File: src/hw/rtl/pop3_capa_response_parser_defines.svh
// Assertion macros shared by the POP3 CAPA reply parser.
// Depends on nothing; taken in by the top level with `include.
`ifndef POP3_CAPA_RESPONSE_PARSER_DEFINES_SVH
`define POP3_CAPA_RESPONSE_PARSER_DEFINES_SVH

// Implication in the same cycle, disabled while reset is held.
`define PCRP_ASSERT_IMPL(label, clk, rst_n, ante, cons) \
    label: assert property (@(posedge clk) disable iff (!(rst_n)) (ante) |-> (cons)) \
        else $error("pcrp assertion failed");

// Implication into the following cycle, disabled while reset is held.
`define PCRP_ASSERT_NEXT(label, clk, rst_n, ante, cons) \
    label: assert property (@(posedge clk) disable iff (!(rst_n)) (ante) |=> (cons)) \
        else $error("pcrp assertion failed");

`endif

File: src/hw/rtl/pcrp_pkg.sv
// Package of the POP3 CAPA reply parser: phase codes, character constants,
// the parser state type and the lookups into the matched strings. No dependencies.
package pcrp_pkg;

    localparam logic [2:0] PH_INDICATOR = 3'd0;
    localparam logic [2:0] PH_SCAN      = 3'd1;
    localparam logic [2:0] PH_PIPE      = 3'd2;
    localparam logic [2:0] PH_LINEEND   = 3'd3;
    localparam logic [2:0] PH_DONE      = 3'd4;
    localparam logic [2:0] PH_ERROR     = 3'd5;

    localparam logic [3:0] OK_LEN   = 4'd3;
    localparam logic [3:0] PIPE_LEN = 4'd12;
    localparam logic [3:0] END_LEN  = 4'd5;

    // Position in the line-end string at which a '.' is expected.
    localparam logic [3:0] END_DOT_POS = 4'd2;

    localparam logic [7:0] CH_CR = 8'h0d;
    localparam logic [7:0] CH_LF = 8'h0a;
    localparam logic [7:0] CH_P  = 8'h50;

    typedef struct packed {
        logic [2:0] phase;
        logic [3:0] pos;
        logic       seen;
    } t_pcrp_state;

    // Character of "+OK" at a position; positions past the end are never compared.
    function automatic logic [7:0] ok_char(input logic [3:0] p);
        logic [7:0] c;
        unique case (p)
            4'd0:    c = 8'h2b;
            4'd1:    c = 8'h4f;
            4'd2:    c = 8'h4b;
            default: c = 8'h00;
        endcase
        return c;
    endfunction

    // Character of "PIPELINING\r\n" at a position.
    function automatic logic [7:0] pipe_char(input logic [3:0] p);
        logic [7:0] c;
        unique case (p)
            4'd0:    c = CH_P;
            4'd1:    c = 8'h49;
            4'd2:    c = CH_P;
            4'd3:    c = 8'h45;
            4'd4:    c = 8'h4c;
            4'd5:    c = 8'h49;
            4'd6:    c = 8'h4e;
            4'd7:    c = 8'h49;
            4'd8:    c = 8'h4e;
            4'd9:    c = 8'h47;
            4'd10:   c = CH_CR;
            4'd11:   c = CH_LF;
            default: c = 8'h00;
        endcase
        return c;
    endfunction

    // Character of "\r\n.\r\n" at a position.
    function automatic logic [7:0] end_char(input logic [3:0] p);
        logic [7:0] c;
        unique case (p)
            4'd0:    c = CH_CR;
            4'd1:    c = CH_LF;
            4'd2:    c = 8'h2e;
            4'd3:    c = CH_CR;
            4'd4:    c = CH_LF;
            default: c = 8'h00;
        endcase
        return c;
    endfunction

endpackage

File: src/hw/rtl/pcrp_step.sv
// Next-state logic of the POP3 CAPA reply parser for one byte.
// Depends on pcrp_pkg.
module pcrp_step (
    input  logic [7:0]           i_byte,
    input  pcrp_pkg::t_pcrp_state i_state,
    output pcrp_pkg::t_pcrp_state o_state
);

    always_comb begin
        o_state = i_state;
        unique case (i_state.phase)
            pcrp_pkg::PH_INDICATOR: begin
                if (i_state.pos >= pcrp_pkg::OK_LEN
                    || i_byte != pcrp_pkg::ok_char(i_state.pos)) begin
                    o_state.phase = pcrp_pkg::PH_ERROR;
                end else if (i_state.pos == pcrp_pkg::OK_LEN - 4'd1) begin
                    o_state.phase = pcrp_pkg::PH_SCAN;
                end else begin
                    o_state.pos = i_state.pos + 4'd1;
                end
            end
            pcrp_pkg::PH_SCAN: begin
                if (i_byte == pcrp_pkg::CH_CR) begin
                    o_state.phase = pcrp_pkg::PH_LINEEND;
                    o_state.pos   = 4'd1;
                end else if (i_byte == pcrp_pkg::CH_P) begin
                    o_state.phase = pcrp_pkg::PH_PIPE;
                    o_state.pos   = 4'd1;
                end
            end
            pcrp_pkg::PH_PIPE: begin
                if (i_state.pos >= pcrp_pkg::PIPE_LEN) begin
                    o_state.phase = pcrp_pkg::PH_ERROR;
                end else if (i_byte != pcrp_pkg::pipe_char(i_state.pos)) begin
                    o_state.phase = pcrp_pkg::PH_SCAN;
                end else if (i_state.pos == pcrp_pkg::PIPE_LEN - 4'd1) begin
                    // A whole capability line matched: continue where '.' may follow.
                    o_state.phase = pcrp_pkg::PH_LINEEND;
                    o_state.seen  = 1'b1;
                    o_state.pos   = pcrp_pkg::END_DOT_POS;
                end else begin
                    o_state.pos = i_state.pos + 4'd1;
                end
            end
            pcrp_pkg::PH_LINEEND: begin
                if (i_state.pos >= pcrp_pkg::END_LEN) begin
                    o_state.phase = pcrp_pkg::PH_ERROR;
                end else if (i_byte != pcrp_pkg::end_char(i_state.pos)
                             && i_state.pos == pcrp_pkg::END_DOT_POS) begin
                    if (i_byte == pcrp_pkg::CH_P) begin
                        o_state.phase = pcrp_pkg::PH_PIPE;
                        o_state.pos   = 4'd1;
                    end else begin
                        o_state.phase = pcrp_pkg::PH_SCAN;
                    end
                end else if (i_byte != pcrp_pkg::end_char(i_state.pos)) begin
                    o_state.phase = pcrp_pkg::PH_ERROR;
                end else if (i_state.pos == pcrp_pkg::END_LEN - 4'd1) begin
                    o_state.phase = pcrp_pkg::PH_DONE;
                end else begin
                    o_state.pos = i_state.pos + 4'd1;
                end
            end
            pcrp_pkg::PH_DONE, pcrp_pkg::PH_ERROR: begin
                o_state = i_state;
            end
            default: begin
                o_state.phase = pcrp_pkg::PH_ERROR;
            end
        endcase
    end

endmodule

File: src/hw/rtl/pop3_capa_response_parser.sv
// Top level of the POP3 CAPA reply parser: input register, parser state and result register.
// Depends on pcrp_pkg, pcrp_step and pop3_capa_response_parser_defines.svh.
//
// Usage: the bytes of a server's CAPA reply enter one word at a time on the input
// channel (i_in_valid, o_in_ready, i_byte_in). For every word accepted the block
// returns exactly one result word on the output channel (o_out_valid, i_out_ready):
// the parse phase after that byte, the finished and errored flags, and the sticky
// pipelining-available flag.
// From acceptance, a byte is held in the input register and then passes through the
// state update into the result register, which offers it. Throughput is one byte per
// cycle while the receiver does not stall; the limit is the single state update per cycle,
// which is a short compare-and-transition path fed from the input register.
// When the receiver stalls, the result register holds its word, the input register
// fills, and o_in_ready falls only once both are occupied; it rises again in the
// same cycle as the receiver takes the result.
// A synchronous active-low reset empties both registers and returns the parser to
// the indicator phase with the pipelining flag cleared. Done and error persist
// until the next reset; later bytes are still accepted and answered.
`include "pop3_capa_response_parser_defines.svh"

module pop3_capa_response_parser (
    input  logic       i_clk,
    input  logic       i_rst_n,
    input  logic       i_in_valid,
    output logic       o_in_ready,
    input  logic [7:0] i_byte_in,
    output logic       o_out_valid,
    input  logic       i_out_ready,
    output logic [2:0] o_parse_state,
    output logic       o_finished,
    output logic       o_errored,
    output logic       o_pipelining_available
);

    // Input register: one byte waiting for the state update.
    logic                  r_in_valid;
    logic [7:0]            r_byte;

    // Parser state, advanced once for each byte that leaves the input register.
    pcrp_pkg::t_pcrp_state r_state;
    pcrp_pkg::t_pcrp_state n_state;

    // Result register.
    logic                  r_out_valid;
    logic [2:0]            r_out_phase;
    logic                  r_out_seen;

    logic                  w_advance;

    // A byte moves on when the result register is empty or is being emptied.
    assign w_advance  = r_in_valid && (!r_out_valid || i_out_ready);
    assign o_in_ready = !r_in_valid || w_advance;

    pcrp_step u_step (
        .i_byte  (r_byte),
        .i_state (r_state),
        .o_state (n_state)
    );

    always_ff @(posedge i_clk) begin
        if (!i_rst_n) begin
            r_in_valid <= 1'b0;
        end else if (o_in_ready) begin
            r_in_valid <= i_in_valid;
        end
    end

    always_ff @(posedge i_clk) begin
        if (o_in_ready && i_in_valid) begin
            r_byte <= i_byte_in;
        end
    end

    always_ff @(posedge i_clk) begin
        if (!i_rst_n) begin
            r_state.phase <= pcrp_pkg::PH_INDICATOR;
            r_state.pos   <= 4'd0;
            r_state.seen  <= 1'b0;
            r_out_valid   <= 1'b0;
        end else if (w_advance) begin
            r_state     <= n_state;
            r_out_valid <= 1'b1;
        end else if (i_out_ready) begin
            r_out_valid <= 1'b0;
        end
    end

    always_ff @(posedge i_clk) begin
        if (w_advance) begin
            r_out_phase <= n_state.phase;
            r_out_seen  <= n_state.seen;
        end
    end

    assign o_out_valid            = r_out_valid;
    assign o_parse_state          = r_out_phase;
    assign o_finished             = (r_out_phase == pcrp_pkg::PH_DONE)
                                    || (r_out_phase == pcrp_pkg::PH_ERROR);
    assign o_errored              = (r_out_phase == pcrp_pkg::PH_ERROR);
    assign o_pipelining_available = r_out_seen;

    // Done and error are absorbing, and the pipelining flag never clears.
    `PCRP_ASSERT_NEXT(a_done_holds, i_clk, i_rst_n, r_state.phase == pcrp_pkg::PH_DONE, r_state.phase == pcrp_pkg::PH_DONE)
    `PCRP_ASSERT_NEXT(a_error_holds, i_clk, i_rst_n, r_state.phase == pcrp_pkg::PH_ERROR, r_state.phase == pcrp_pkg::PH_ERROR)
    `PCRP_ASSERT_NEXT(a_seen_sticky, i_clk, i_rst_n, r_state.seen, r_state.seen)
    // A result on offer always reflects the current parser state.
    `PCRP_ASSERT_IMPL(a_result_matches_state, i_clk, i_rst_n, r_out_valid, r_out_phase == r_state.phase && r_out_seen == r_state.seen)

endmodule

File: config.mk
export PLATFORM = sky130hd
export DESIGN_NAME = pop3_capa_response_parser
export DESIGN_NICKNAME = d
export VERILOG_FILES = /design/src/hw/rtl/pcrp_pkg.sv /design/src/hw/rtl/pcrp_step.sv /design/src/hw/rtl/pop3_capa_response_parser.sv
export VERILOG_INCLUDE_DIRS = /design/src /design/src/hw/rtl
export SDC_FILE = /design/constraint.sdc
export NUM_CORES = 1
export LEC_CHECK = 0
export BUFFER_PORTS_ARGS = -buffer_cell sky130_fd_sc_hd__buf_2
export CAP_MARGIN = 20
export CELL_PAD_IN_SITES_DETAIL_PLACEMENT = 1
export CELL_PAD_IN_SITES_GLOBAL_PLACEMENT = 1
export CORE_ASPECT_RATIO = 1.4
export CORE_UTILIZATION = 44
export DETAILED_ROUTE_END_ITERATION = 12
export PLACE_DENSITY_LB_ADDON = 0.2
export RECOVER_POWER = 25
export SYNTH_ARGS = -nofsm -noshare
export SYNTH_HDL_FRONTEND = slang
export SYNTH_SLANG_ARGS = --single-unit
File: constraint.sdc
create_clock -name i_clk -period 4.4 [get_ports i_clk]
set_input_delay 0.88 -clock i_clk [delete_from_list [all_inputs] [get_ports i_clk]]
set_output_delay 0.88 -clock i_clk [all_outputs]
set_load 0.01 [all_outputs]
==> impl_metrics.toml, run 1 <==
[timing]
tightest_slew_ns = 0.537
final_max_slew_viol_count = 0
finalCritPeriodShare_pct = 88.4
finalSetupViolCount = 0
rsz0062_at_grt = "false"
finalHoldViolCount = 0
max-slew-margin-rel_pct = 64.2
finClkSkew_ns = 0.00455
timing.fmax_mhz = 257
fin_setup_tns_ns = 0
min_period_ns = 3.89

[route]
drtIter0Drc = 61
wl_per_cell_um = 17.8
drtPass1Iterations = 4
post-route-drc-count = 0
vias = 1630
ant_nets = 0
via_per_inst = 6.20
wirelength_mm = 4.68

[clock_tree]
clk_path_buf_depth = 2
cts_hold_buf = 0
numCtsBuffers = 3
h-tree-depth = 1
post-cts-setup-buffers = 0
cts-root-buf = "clkbuf_8"
cts.sinks = 28
ctsResizeCount = 0
clk_latency_ns = 0.27
cts_tree = "yes"
clk_pin_slew_worst_paths_ns = 0.09

[grt]
grt.overflow.total = 0
grt_pass1_wl_mm = 7.90
grt_max_degree = 17
grtUsageTotal_pct = 22.7
antenna_found_initial = 0
grt_pass1_vias = 1675

[worst_setup_path]
worstSetupPathType = "flop to flop"
worstRegToRegCells = 12
arrival_ns = 4.05
path_cells = "or4_4 -> nor4_4 -> a21oi_2 -> a311o_1 -> a311oi_2 -> nor2_1 -> a31oi_2 -> and2_1 -> inv_1 -> ha_1 -> nor2_1 -> mux2_4"
crit_cells = 12
crit_required_ns = 4.56
crit_top_cell = "nor2_1"
cpPeakStageDelay_ns = 0.59
slowest_stage = "or4_4"
critical-path-top-delay-family = "simple AND/OR/NAND/NOR gates"
end_kind = "flop"
startpoint_type = "flop"
critPathMaxFanout = 10
crit_buf_inv = 1

[hold_path]
worstHoldPathType = "flop to flop"
min_path_cells = 1

[pwr]
p_switching_uw = 121
p_total_uw = 492
p_per_area_nw_per_um2 = 251
p_leak_uw = 0.000739
peakVddDrop_mv = 0.215
combPwrFrac_pct = 12.2
clockPowerShare_pct = 27.1
sw_frac_of_total_pct = 24.7
seqPwrFrac_pct = 60.6
power.internal_uw = 371

[logic_synthesis]
synth_nets = 226
async_flop_share_pct = 0
yosysSeqAreaShare_pct = 37.2
syn-instance-count = 208
synth_top_cell_by_area = "edfxtp_1"
synth_cell_types = 57
synthFlopType = "dfxtp_1"
synth.area.top_cells = "edfxtp_1 (20%), dfxtp_1 (17%), nor2_1 (4.9%), ha_1 (4.1%), xor2_1 (3.3%)"
netlist_area_sq_um = 1830
synth_edf_count = 12
post-synth-top-area-fraction_pct = 19.7
yosysWarnings = 0
synth.avg_cell_area_sq_um = 8.80
ys_ff_latch = 28

[die]
core_region_area_sq_um = 3950
die_h_um = 78.3
die-area_sq_um = 4430
num_rows = 27
ios = 20
start_util_pct = 46.3
die_w_um = 56.5

[cells_and_area]
multi_input_area_sq_um = 1050
n_antenna_cell = 0
synthToLayoutAreaGrowth_pct = 7.25
register_area_sq_um = 681
num-nets-final = 239
layout-drive-gt1-share_pct = 14.1
fill_cells = 483

[run]
max_cap_violations = 0

[placement]
port_buffers = 19
dp.final_hpwl_mm = 3.77
gp_congestion = 0.868

[run_status]
status = "finished clean"
==> routing by layer <==
layer  vias to the layer above  global-route usage (%)  share of wire [%]
li1                        783                       -                  -
met1                       805                    25.7                 40
met2                        26                    42.2                 55
met3                        16                    2.14                1.3
met4                         0                    9.76                3.4
met5                         -                       0                  0
==> placed cells by master (no fill, tap or decap), drive strengths merged, types with 2 or more instances in the layout <==
cell type / n
nor2: 25
dfxtp: 16
buf: 16
nand2: 15
a21oi: 13
edfxtp: 12
inv: 11
o21ai: 10
nor3: 8
and2: 8
xor2: 7
nor4: 7
ha: 6
clkbuf: 6
nand3: 5
nor2b: 4
nand2b: 3
o31a: 3
or3: 3
nand4: 3
nand3b: 3
a311oi: 3
a31oi: 3
nor3b: 2
xnor2: 2
o32ai: 2
a311o: 2
o211ai: 2
mux2: 2
==> cell usage after synthesis (3+ instances only) <==
cell type	instances
nand2b_1	3
inv_1	11
ha_1	6
nand2_1	14
a21oi_1	12
o31a_1	3
nand3_1	5
o21ai_0	8
nor2b_1	4
xor2_1	7
nand4_1	3
or3_1	3
nor2_1	24
nor4_1	6
nor3_1	8
nand3b_1	3
edfxtp_1	12
dfxtp_1	16
clkbuf_1	7
and2_1	7
==> final cells by class <==
cell class / count / share of cell area, %
clock buffers: 3 / 2.10
clock inverters: 1 / 0.191
inverters: 11 / 2.10
multi-input cells: 158 / 53.5
flip-flops and latches: 28 / 34.7
well taps: 43 / 2.74
repair buffers: 19 / 4.65
==> path summary, 6_finish.rpt <==
| kind | from | endpoint | slack, ns |
|---|---|---|---|
| max | r_byte[2]$_DFFE_PP_ | flop | 0.51 |
| min | r_state[0]$_SDFFE_PN0P_ | r_state[0]$_SDFFE_PN0P_ | 0.51 |
| max reg2reg | r_byte[2]$_DFFE_PP_ | flop | 0.51 |
| min reg2reg | r_state[0]$_SDFFE_PN0P_ | r_state[0]$_SDFFE_PN0P_ | 0.51 |
==> cell families after synthesis <==
family                     Yosys count  synth area share (%)
DFF                                 28                  37.2
AOI/OAI and AO/OA                   48                  19.3
buffers and inverters               22                  5.40
adders and majority gates            6                  4.10
and+or+nand+nor                     92                  27.7
muxes                                3                  1.98
xor gates and xnor gates             9                  4.31
==> power by group through the flow <==
stage | clock [uW] | sequential, uW | combinational, uW
finish | 134 | 298 | 60.2
CTS | 138 | 298 | 61.0
detailed placement | 0 | 304 | 60.8
global route | 146 | 300 | 67.4
floorplan | 0 | 294 | 50.9
global placement | 0 | 303 | 57.8
==> metrics by stage <==
step                worst slack [ns]  instances  hold slack (ns)  util, %  instance area [sq um]
floorplan                       1.06        208            0.464        -                   1830
global placement               0.725        259            0.471     48.6                   1920
detailed placement             0.558        259            0.491     48.6                   1920
CTS                            0.536        263            0.513     49.8                   1970
global route                   0.262        263            0.533     49.7                   1960
finish                         0.510        263            0.509     49.7                   1960
(Power assumes the default switching activity.)
==> inputs of run 2 (changes only) <==
Settings changed: PLACE_DENSITY_LB_ADDON 0.2 to 0.1.
==> impl_metrics.toml, run 2 (same netlist as run 1, synthesis figures left out) <==
[clock_tree]
clk_latency_ns = 0.27
numCtsBuffers = 3
clk_path_buf_depth = 2
cts_hold_buf = 0
cts-root-buf = "clkbuf_8"
cts_tree = "yes"
clk_pin_slew_worst_paths_ns = 0.09
ctsResizeCount = 0
cts.sinks = 28
h-tree-depth = 1
post-cts-setup-buffers = 0

[cells_and_area]
synthToLayoutAreaGrowth_pct = 7.72
layout_commonest_cell = "nor2_1"
n_antenna_cell = 0
num-nets-final = 240
layout-drive-gt1-share_pct = 14.9
design_area_sq_um = 1970
final_cells = 264
final_cell_mix = "nor2_1 (24), buf_2 (17), dfxtp_1 (16), nand2_1 (14)"

[timing]
min_period_ns = 4.00
tightest_slew_ns = 0.631
timing.fmax_mhz = 250
finalCritPeriodShare_pct = 90.8
fin_setup_tns_ns = 0
finClkSkew_ns = 0.00408
finalSetupViolCount = 0
max-slew-margin-rel_pct = 57.5
final_max_slew_viol_count = 0
finalHoldViolCount = 0
holdWs_ns = 0.523
rsz0062_at_grt = "false"

[placement]
place_inst = 260
dp.final_hpwl_mm = 3.84
place_area_sq_um = 1930
gp_congestion = 0.912
port_buffers = 19

[worst_setup_path]
crit_required_ns = 4.57
startpoint_type = "flop"
end_kind = "flop"
r2r_start = "r_state[1]$_SDFFE_PN0N_"
worstRegToRegCells = 14
worstSetupPathType = "flop to flop"
arrival_ns = 4.17
regToRegSetupSlack_ns = 0.40
critPathMaxFanout = 7

[run_status]
status = "finished clean"

[hold_path]
worstHoldPathType = "flop to flop"
min_path_cells = 1
min_from = "r_state[0]$_SDFFE_PN0P_"
min_to = "r_state[0]$_SDFFE_PN0P_"

[die]
ios = 20
num_rows = 27
core_region_area_sq_um = 3950
die-area_sq_um = 4430
start_util_pct = 46.3
die_h_um = 78.3
die_w_um = 56.5

[grt]
antenna_found_initial = 0
grt.overflow.total = 0
grt_pass1_wl_mm = 8.16
grt_max_degree = 17
grt_pass1_vias = 1702
grtUsageTotal_pct = 23.7

[route]
via_per_inst = 6.23
post-route-drc-count = 0
vias = 1644
drtPass1Iterations = 4
ant_nets = 0
wirelength_mm = 4.98
wl_per_cell_um = 18.9
drtIter0Drc = 61

[pwr]
p_per_area_nw_per_um2 = 253
peakVddDrop_mv = 0.207
p_total_uw = 498
p_leak_uw = 0.000747

[run]
max_cap_violations = 0
==> run 2: cell count changes in the layout (fill, tap and decap cells not counted), sizes merged <==
cell	before	now
clkbuf	6	5
buf	16	18
==> run 2: stage by stage <==
stage,utilization [%],setup slack [ns]
2_1_floorplan,-,1.06
3_3_place_gp,48.8,0.724
3_5_place_dp,48.8,0.567
4_1_cts,50.0,0.541
5_1_grt,49.9,0.306
6_report,49.9,0.405
==> run 2: cell type report <==
class,count,area (sq um)
flip-flops and latches,28,681
fillers,497,1980
clock inverters,1,3.75
well taps,43,53.8
multi-input cells,158,1050
repair buffers,20,100
clock buffers,3,41.3
inverters,11,41.3
==> run 2: how the worst max path moves through the flow <==
stage / from / slack (ns) / end / depth (start not counted)
6_report: r_state[1]$_SDFFE_PN0N_ / 0.40 / flop / 14
3_3_place_gp: r_byte[2]$_DFFE_PP_ / 0.72 / flop / 12
2_1_floorplan: r_byte[0]$_DFFE_PP_ / 1.06 / flop / 13
3_5_place_dp: r_byte[2]$_DFFE_PP_ / 0.57 / flop / 12
5_1_grt: r_state[1]$_SDFFE_PN0N_ / 0.31 / flop / 14
4_1_cts: r_state[1]$_SDFFE_PN0N_ / 0.54 / flop / 14
==> run 2: critical path, stage by stage (launching register included) <==
cell and delay, ns:
dfxtp_1 0.43, inv_1 0.09, ha_1 0.30, nor4_1 0.51
nor4_1 0.11, a311oi_1 0.49, a311oi_1 0.22, a311oi_2 0.46
nor2_1 0.12, a31oi_2 0.31, and2_1 0.23, inv_1 0.06
ha_1 0.28, nor2_1 0.05, mux2_4 0.25
==> run 2: power by group <==
part | switching (uW) | leakage (uW) | internal [uW]
clock network | 76.2 | 0.0000231 | 62.7
registers | 15.7 | 0.000243 | 282
logic | 35.4 | 0.000481 | 26.1
==> run 2: metal layers <==
metal | wire length, um | track usage [%]
met1 | 2040 | 27.5
met2 | 2630 | 42.2
met3 | 121 | 2.64
met4 | 200 | 12.2
met5 | 0 | 0
